[config.mk]
export PLATFORM = sky130hd
export DESIGN_NAME = plb_ctrl
export DESIGN_NICKNAME = d
export VERILOG_FILES = /design/src/rtl/plb_pkg.sv /design/src/rtl/plb_ctrl.sv
export SDC_FILE = /design/constraint.sdc
export NUM_CORES = 1
export LEC_CHECK = 0
export ABC_AREA = 1
export BUFFER_PORTS_ARGS = -buffer_cell sky130_fd_sc_hd__buf_2
export CAP_MARGIN = 20
export CORE_AREA = 10 10 47 49
export CTS_CLUSTER_DIAMETER = 60
export CTS_CLUSTER_SIZE = 16
export DETAILED_ROUTE_END_ITERATION = 8
export DIE_AREA = 0 0 57 59
export HOLD_SLACK_MARGIN = 0.1
export REMOVE_ABC_BUFFERS = 1
export SYNTH_ARGS = -nofsm -noshare
export SYNTH_HDL_FRONTEND = slang
export SYNTH_SLANG_ARGS = --single-unit
[constraint.sdc]
create_clock -name clk -period 1.3 [get_ports clk]
set_input_delay 0.195 -clock clk [delete_from_list [all_inputs] [get_ports clk]]
set_output_delay 0.195 -clock clk [all_outputs]
set_load 0.05 [all_outputs]
[src/rtl/plb_pkg.sv]
// ----------------------------------------------------------------------------
// plb_pkg
// Shared types and constants for the price level book.
// ----------------------------------------------------------------------------
`timescale 1ns / 1ps

package plb_pkg;

  localparam int unsigned DefaultLevels = 64;
  localparam int unsigned PriceW        = 32;
  localparam int unsigned SizeW         = 48;
  localparam int unsigned CountW        = 7;
  localparam int unsigned MidW          = 33;

  localparam logic KindUpdate = 1'b0;
  localparam logic KindClear  = 1'b1;
  localparam logic SideBid    = 1'b0;
  localparam logic SideAsk    = 1'b1;

  typedef enum logic [2:0] {
    ST_IDLE,
    ST_CLEAR,
    ST_SEARCH,
    ST_APPLY,
    ST_SCAN,
    ST_DONE
  } plb_state_t;

  typedef struct packed {
    logic load;
    logic clear;
    logic search_step;
    logic apply;
    logic scan_start;
    logic scan_step;
    logic publish;
  } plb_cmd_t;

  typedef struct packed {
    logic is_clear;
    logic last_slot;
  } plb_stat_t;

endpackage

[src/rtl/plb_ctrl.sv]
// ----------------------------------------------------------------------------
// plb_ctrl
// Controller: sequences search, apply and the top-of-book scan per update, and the scan alone per clear.
// ----------------------------------------------------------------------------
`timescale 1ns / 1ps

module plb_ctrl (
  input  logic               clk,
  input  logic               rst_n,
  input  logic               in_fire,
  input  logic               out_busy,
  input  plb_pkg::plb_stat_t stat,
  output plb_pkg::plb_cmd_t  cmd,
  output logic               idle
);

  plb_pkg::plb_state_t state_r, state_nxt;

  always_ff @(posedge clk) begin
    if (!rst_n) begin
      state_r <= plb_pkg::ST_IDLE;
    end else begin
      state_r <= state_nxt;
    end
  end

  always_comb begin
    state_nxt = state_r;
    case (state_r)
      plb_pkg::ST_IDLE:   if (in_fire) state_nxt = plb_pkg::ST_CLEAR;
      plb_pkg::ST_CLEAR: begin
        state_nxt = stat.is_clear ? plb_pkg::ST_SCAN : plb_pkg::ST_SEARCH;
      end
      plb_pkg::ST_SEARCH: if (stat.last_slot) state_nxt = plb_pkg::ST_APPLY;
      plb_pkg::ST_APPLY:  state_nxt = plb_pkg::ST_SCAN;
      plb_pkg::ST_SCAN:   if (stat.last_slot) state_nxt = plb_pkg::ST_DONE;
      plb_pkg::ST_DONE:   if (!out_busy) state_nxt = plb_pkg::ST_IDLE;
      default:            state_nxt = plb_pkg::ST_IDLE;
    endcase
  end

  always_comb begin
    cmd  = '0;
    idle = 1'b0;
    case (state_r)
      plb_pkg::ST_IDLE: begin
        idle     = 1'b1;
        cmd.load = in_fire;
      end
      plb_pkg::ST_CLEAR: begin
        cmd.clear      = stat.is_clear;
        cmd.scan_start = 1'b1;
      end
      plb_pkg::ST_SEARCH: cmd.search_step = 1'b1;
      plb_pkg::ST_APPLY: begin
        cmd.apply      = 1'b1;
        cmd.scan_start = 1'b1;
      end
      plb_pkg::ST_SCAN:   cmd.scan_step = 1'b1;
      plb_pkg::ST_DONE:   cmd.publish = !out_busy;
      default:            cmd = '0;
    endcase
  end

  ap_clear_no_search: assert property (@(posedge clk) disable iff (!rst_n)
    (state_r == plb_pkg::ST_CLEAR && stat.is_clear) |=> state_r == plb_pkg::ST_SCAN)
    else $error("clear went to search");
  ap_apply_then_scan: assert property (@(posedge clk) disable iff (!rst_n)
    state_r == plb_pkg::ST_APPLY |=> state_r == plb_pkg::ST_SCAN)
    else $error("apply not followed by scan");
  ap_load_only_idle: assert property (@(posedge clk) disable iff (!rst_n)
    cmd.load |-> idle)
    else $error("load outside idle");

endmodule

==> results of run 1 <==
==> repair_timing <==
action | in CTS | in global routing
hold buffers | 0 | 0
pin swaps | 1 | 4
resized for setup | 19 | 17
setup endpoints to repair | 7 | 7
hold endpoints to repair | 0 | 0
setup buffers | 0 | 2
==> per-layer routing <==
metal	routed length [um]	share of wire, %	vias to the layer above
met2	581	59	6
met3	18	1.8	2
met4	10	1.0	0
met5	0	0	-
met1	379	38	160
li1	-	-	188
==> final timing paths <==
check / start / end / slack [ns] / cells after the start
worst min-delay path: rst_n / state_r[2] / 0.22 / 3
worst min register to register: state_r[0] / state_r[0] / 0.56 / 2
worst max-delay path: state_r[0] / cmd[0] / -0.03 / 3
worst max register to register: state_r[0] / state_r[0] / 0.23 / 8
==> cell families after synthesis <==
kind of cell / synth area share (%)
compound gates: 6.47
buf+inv: 13.4
flops: 23.9
simple gates: 56.2
==> layout make-up <==
cell class | instances | area [um2] | area share (%)
clock buffer | 4 | 26.3 | 5.19
inverter | 9 | 38.8 | 7.65
multi-input combinational | 33 | 205 | 40.5
sequential | 3 | 67.6 | 13.3
tap | 16 | 20.0 | 3.95
timing repair buffer | 18 | 149 | 29.4
==> power by group <==
group | internal [mW] | switching, mW | leakage (nW) | total (mW)
sequential | 0.154 | 0.0715 | 0.0261 | 0.225
clock | 0.115 | 0.0505 | 0.0150 | 0.166
combinational | 0.452 | 0.799 | 0.223 | 1.25
==> worst max-delay path, stage by stage, from the launching register on <==
cell,delay (ns)
dfxtp_4,0.38
inv_4,0.05
nor4_2,0.22
buf_4,0.24
==> per-stage QoR <==
stage | hold WS [ns] | setup slack [ns] | instance area [um2] | total power [mW] | instances
final | 0.222 | -0.0305 | 507 | 1.64 | 83
after global routing | 0.232 | -0.0556 | 507 | 1.75 | 83
after CTS | 0.202 | -0.0534 | 433 | 1.45 | 81
after detailed placement | 0.462 | 0.0332 | 359 | 1.15 | 77
after global placement | 0.459 | 0.0956 | 359 | 1.14 | 77
after floorplan | 0.316 | -0.861 | 251 | 0.888 | 45
==> layout by cell type, fill, tap and decap left out, drive strengths merged, types with 2 or more instances in the layout <==
cell    instances
clkbuf          4
buf            18
inv             9
nand3           5
dfxtp           3
nand4           2
nor2           12
nand2          10
==> impl_metrics.json, run 1 <==
{
  "die-width_um": 57,
  "finalMaxSlewViolations": 0,
  "outcome": "finished, violations left",
  "cts_root_buf": "clkbuf_4",
  "criticalPathCategory": "reg -> out",
  "slew_headroom_pct": 85.3,
  "grt_busiest_layer": "met2",
  "ys_seq_area_share_pct": 23.9,
  "timing.setup.tns_ns": -0.0305,
  "leakage_nw": 0.264,
  "core-area_um2": 1400,
  "layout_setup_ws_ns": -0.0305,
  "largestRegisters": "state_r x3",
  "power.density_nw_per_um2": 3240,
  "max_freq_mhz": 752,
  "drc_errors": 0,
  "fill_cells": 152,
  "worstHoldPathType": "in -> reg",
  "drive_above_1_share_pct": 58.2,
  "antenna_cells": 0,
  "synth_area_leaders": "dfxtp_1, nor2_1, nand2_1",
  "grtUsageMet2_pct": 9.46,
  "globalRouteOverflowTotal": 0,
  "wirelength_um": 991,
  "wl_per_cell_um": 11.9,
  "skew_ns": 0.00281,
  "antenna_found_initial": 0,
  "io_pins": 14,
  "start_util_pct": 17.9,
  "h-tree-depth": 1,
  "cts_buffers": 3,
  "synthesis.area_um2": 251,
  "top_register": "state_r",
  "die-height_um": 59,
  "ys_ff_latch": 3,
  "ant_nets": 0,
  "cts_buffer_depth": 2,
  "insertion_delay_ns": 0.23,
  "grtUsageMet1_pct": 4.12,
  "grt_max_degree": 8,
  "maxCapViolCount": 0,
  "worstPathArrival_ns": 1.14,
  "async_flop_share_pct": 0,
  "cp_max_fo": 5,
  "rsz0062_at_grt": "yes",
  "cp-start-kind": "flip-flop",
  "largest_reg_flops": 3,
  "yosysWarnings": 0,
  "place_congestion": 0.846,
  "nets": 74,
  "die_area_um2": 3360,
  "violations": "negative setup slack",
  "cts_tree": "done",
  "drt-vias-per-instance": 4.29,
  "final_util_pct": 36.2,
  "ir_drop_uv": 1260,
  "grt_pass1_wl_um": 1380,
  "drt_pass1_iterations": 1,
  "synth.top_cells.by_count": "nor2_1, nand2_1, inv_1, nand3_1, dfxtp_1",
  "syn_inst": 45,
  "yosys_most_used_dff": "dfxtp_1",
  "final_hold_viol_count": 0,
  "drt-initial-drc-count": 0,
  "yosysMostFrequentCell": "nor2_1",
  "synth_top_area_share_pct": 23.9,
  "worstPathRequired_ns": 1.11,
  "clock-sinks": 3,
  "synth_cell_types": 14,
  "gr-usage-all-layers_pct": 5.13,
  "synth-edff-count": 0,
  "syn_to_final_growth_pct": 101,
  "fin_crit_sh_pct": 102,
  "worstMarginPinSlew_ns": 0.219,
  "syn_area_per_cell_um2": 5.59,
  "hpwl_um": 714,
  "clk_pin_slew_ns": 0.04,
  "end_kind": "output port",
  "fp-row-count": 14,
  "port_buffers": 13,
  "fin_crit_ns": 1.33,
  "use_met3_pct": 1.50,
  "grt_pass1_vias": 385,
  "synth.largest_area_cell": "dfxtp_1",
  "finalSetupViolCount": 1,
  "vias": 356
}
Power figures use the tool's default switching activity.
==> run 2, diff against run 1 <==
Clock period 1.3 ns to 1.25 ns, I/O delays scaled along.
==> impl_metrics.json, run 2 (synthesized netlist as in run 1, its figures left out) <==
{
  "outcome": "finished, violations left",
  "violations": "negative setup slack",
  "fin_crit_ns": 1.26,
  "cts_tree": "done",
  "finalMaxSlewViolations": 0,
  "fin_crit_sh_pct": 101,
  "clk_pin_slew_ns": 0.04,
  "fp-row-count": 14,
  "min_from": "rst_n",
  "max_freq_mhz": 792,
  "port_buffers": 13,
  "rsz0062_at_grt": "yes",
  "place_congestion": 0.848,
  "pre_cts_ws_ns": 0.0572,
  "cp_max_fo": 5,
  "cp-start-kind": "flip-flop",
  "crit_start": "state_r[2]",
  "start_util_pct": 17.9,
  "cpMostUsedCell": "buf_6",
  "insertion_delay_ns": 0.23,
  "skew_ns": 0.00172,
  "grt_max_degree": 8,
  "grt_pass1_vias": 419,
  "globalRouteOverflowTotal": 0,
  "stdcell_count": 85,
  "worstPathRequired_ns": 1.06,
  "finalSetupViolCount": 2,
  "final_cell_mix": "buf_6, nand2_1, nor2_1",
  "syn_to_final_growth_pct": 127,
  "core-area_um2": 1400,
  "ant_nets": 0,
  "worstMarginPinSlew_ns": 0.204,
  "ff2ff_setup_slack_ns": 0.19,
  "antenna_found_initial": 0,
  "gr-usage-all-layers_pct": 6.37,
  "largestRegisters": "state_r x3",
  "cts_buffer_depth": 2,
  "layout_setup_ws_ns": -0.0129,
  "io_pins": 14,
  "die-height_um": 59,
  "worstHoldPathType": "in -> reg",
  "ctsHoldBuffers": 0,
  "wirelength_um": 981,
  "drive_above_1_share_pct": 62.3,
  "cp_cell_sequence": "buf_6 -> nor3_4 -> buf_6",
  "h-tree-depth": 1,
  "drt_pass1_iterations": 4,
  "clock-sinks": 3,
  "hpwl_um": 705,
  "drc_errors": 0,
  "die-width_um": 57,
  "cts_root_buf": "clkbuf_4",
  "cp_slowest_stage_delay_ns": 0.36,
  "critPathSlowestCell": "dfxtp_4",
  "r2r_start": "state_r[1]",
  "final_hold_viol_count": 0,
  "top_register": "state_r",
  "largest_reg_flops": 3,
  "drt-initial-drc-count": 1,
  "drt-vias-per-instance": 4.27,
  "slew_headroom_pct": 86.3,
  "wl_per_cell_um": 11.5,
  "die_area_um2": 3360,
  "end_kind": "output port",
  "placed_cells": 77,
  "final_common_cell": "buf_6",
  "vias": 363,
  "antenna_cells": 0,
  "cts_buffers": 3,
  "nets": 76,
  "criticalPathCategory": "reg -> out",
  "grt_pass1_wl_um": 1700,
  "timing.setup.tns_ns": -0.0149,
  "maxCapViolCount": 0,
  "worstPathArrival_ns": 1.08
}
-- run 2: changes by cell type in the layout (fill, tap and decap cells not counted), moves of 2 or more --
cell / delta
buf_4: -3
buf_6: +3
buf_8: +2
nand2_2: -2
-- run 2: stage by stage --
step                hold slack (ns)  util [%]  instance area, um2
detailed placement            0.449      25.6                 359
floorplan                     0.308         -                 251
global route                  0.202      40.7                 571
finish                        0.198      40.7                 571
global placement              0.450      25.6                 359
CTS                           0.191      38.0                 533
-- run 2: metal layers --
metal | part of all wire (%) | GRT usage [%]
met1 | 35 | 5.41
met3 | 4.7 | 2.58
met2 | 59 | 11.3
met4 | 1.6 | 5.70
met5 | 0 | 0
-- run 2: timing repair --
item / CTS / global route
setup endpoints to repair: 8 / 8
resized for setup: 39 / 11
pin swaps: 3 / 2
setup buffers: 4 / 0
hold endpoints to repair: 0 / 0
-- run 2: cell type report --
cell class	instances	area, um2
well taps	16	20.0
inverters	9	43.8
clock buffers	4	26.3
multi-input cells	33	219
repair buffers	20	190
fillers	166	831
flip-flops and latches	3	71.3
-- run 2: path summary, 6_finish.rpt --
path | cells past startpoint | endpoint
worst max-delay path | 3 | cmd[6]
worst max register to register | 8 | state_r[0]
worst min register to register | 2 | state_r[0]
worst min-delay path | 3 | state_r[2]
-- run 2: worst max-delay path, delay by kind of cell (launching register included) --
family / cells / cell delay [ns]
buffers and inverters: 2 / 0.31
flip-flops: 1 / 0.36
AND/OR/NAND/NOR: 1 / 0.17
Power of run 2 is not shown: default switching activity piles up to over one toggle a cycle in this logic, so the estimate is an artifact.
==> run 3, diff against run 2 <==
Settings changed: BUFFER_PORTS_ARGS -buffer_cell sky130_fd_sc_hd__buf_2 to not set, DONT_BUFFER_PORTS set to 1, HOLD_SLACK_MARGIN 0.1 to 0.12.
==> impl_metrics.json, run 3 (synthesized netlist as in run 1, its figures left out) <==
{
  "outcome": "finished, violations left",
  "violations": "negative setup slack",
  "rsz0062_at_grt": "yes",
  "place_congestion": 0.834,
  "slew_headroom_pct": 86.3,
  "fp-row-count": 14,
  "core-area_um2": 1400,
  "cts_buffer_depth": 2,
  "die_area_um2": 3360,
  "ff2ff_setup_slack_ns": 0.16,
  "drt_pass1_iterations": 4,
  "vias": 362,
  "worstMarginPinSlew_ns": 0.205,
  "cts_buffers": 3,
  "stdcell_count": 81,
  "fill_cells": 140,
  "drt-initial-drc-count": 5,
  "cp_max_fo": 6,
  "top_register": "state_r",
  "nets": 72,
  "syn_to_final_growth_pct": 122,
  "cts_root_buf": "clkbuf_4",
  "port_buffers": 0,
  "max_freq_mhz": 778,
  "criticalPathCategory": "reg -> out",
  "worstHoldPathType": "in -> reg",
  "clk_pin_slew_ns": 0.04,
  "globalRouteOverflowTotal": 0,
  "h-tree-depth": 1,
  "gr-usage-all-layers_pct": 5.65,
  "wirelength_um": 965,
  "cp-start-kind": "flip-flop",
  "reg2reg_depth": 8,
  "hpwl_um": 700,
  "cts_tree": "done",
  "antenna_cells": 0,
  "grt_pass1_vias": 359,
  "antenna_found_initial": 0,
  "worstPathRequired_ns": 1.06,
  "drt-vias-per-instance": 4.47,
  "final_cell_mix": "nand2_1, nor2_1, buf_6, buf_4, nand3_1",
  "drc_errors": 0,
  "finalSetupViolCount": 4,
  "die-width_um": 57,
  "endpoint": "cmd[6]",
  "clock-sinks": 3,
  "final_hold_viol_count": 0,
  "wl_per_cell_um": 11.9,
  "grt_max_degree": 7,
  "io_pins": 14,
  "r2r_start": "state_r[1]",
  "fin_crit_ns": 1.28,
  "worstPathArrival_ns": 1.10,
  "drive_above_1_share_pct": 58.5,
  "fin_crit_sh_pct": 103,
  "insertion_delay_ns": 0.23,
  "crit_start": "state_r[1]",
  "die-height_um": 59,
  "end_kind": "output port",
  "largestRegisters": "state_r x3",
  "maxCapViolCount": 0,
  "ant_nets": 0,
  "largest_reg_flops": 3,
  "finalMaxSlewViolations": 0,
  "rr_endpoint": "state_r[2]",
  "layout_setup_ws_ns": -0.0349,
  "placed_cells": 70,
  "grt_pass1_wl_um": 1550,
  "skew_ns": 0.000261,
  "start_util_pct": 17.9
}
-- run 3: cell types whose count changed in the layout (fill, tap and decap cells not counted), moves of 2 or more --
cell,delta
buf_8,-3
buf_4,+2
buf_6,-2
buf_12,+3
buf_2,-5
-- run 3: stage by stage --
stage          setup slack [ns]  util, %  TNS, ns  area, um2  hold slack, ns
2_1_floorplan            -0.904        -    -1.84        251           0.308
3_3_place_gp              0.120     27.7        0        388           0.313
3_5_place_dp              0.109     27.7        0        388           0.317
4_1_cts                 -0.0518     34.7  -0.0814        487           0.241
5_1_grt                 -0.0839     39.8   -0.374        558           0.246
6_report                -0.0349     39.8   -0.103        558           0.253
-- run 3: worst min-delay path by stage --
stage | startpoint | to | slack [ns] | cells after the start
after floorplan | rst_n | state_r[0] | 0.31 | 2
after global placement | rst_n | state_r[2] | 0.31 | 2
after detailed placement | rst_n | state_r[2] | 0.32 | 2
after CTS | stat[1] | state_r[1] | 0.24 | 2
after global routing | stat[1] | state_r[1] | 0.25 | 2
final | stat[1] | state_r[1] | 0.25 | 2
-- run 3: what timing repair did --
action                                  in CTS  in global routing
endpoints found under the setup margin       8                  8
hold buffers                                 1                  0
resized for setup                           21                 11
gates cloned                                 0                  0
pin swaps                                    1                  1
buffers inserted                             2                  4
hold endpoints to repair                     3                  0
-- run 3: critical path: stages (launching register included) --
cell,delay [ns]
dfxtp_4,0.38
inv_4,0.08
nand2_2,0.10
nor3_4,0.13
buf_6,0.18
-- run 3: cell type report --
| class | instances | area [um2] | area share (%) |
|---|---|---|---|
| tap | 16 | 20.0 | 3.59 |
| inverter | 9 | 43.8 | 7.85 |
| timing repair buffer | 16 | 183 | 32.7 |
| clock buffer | 4 | 26.3 | 4.71 |
| sequential | 3 | 71.3 | 12.8 |
| multi-input combinational | 33 | 214 | 38.3 |
-- run 3: metal layers --
metal  track usage [%]  vias up  part of all wire, %  wire length (um)
met5                 0        -                    0                 0
met2              10.2        6                   60               583
li1                  -      184                    -                 -
met1              5.19      172                   38               363
met4              5.03        0                    0                 0
met3              1.29        0                  1.9                18
Power of run 3 is left out for the same reason.
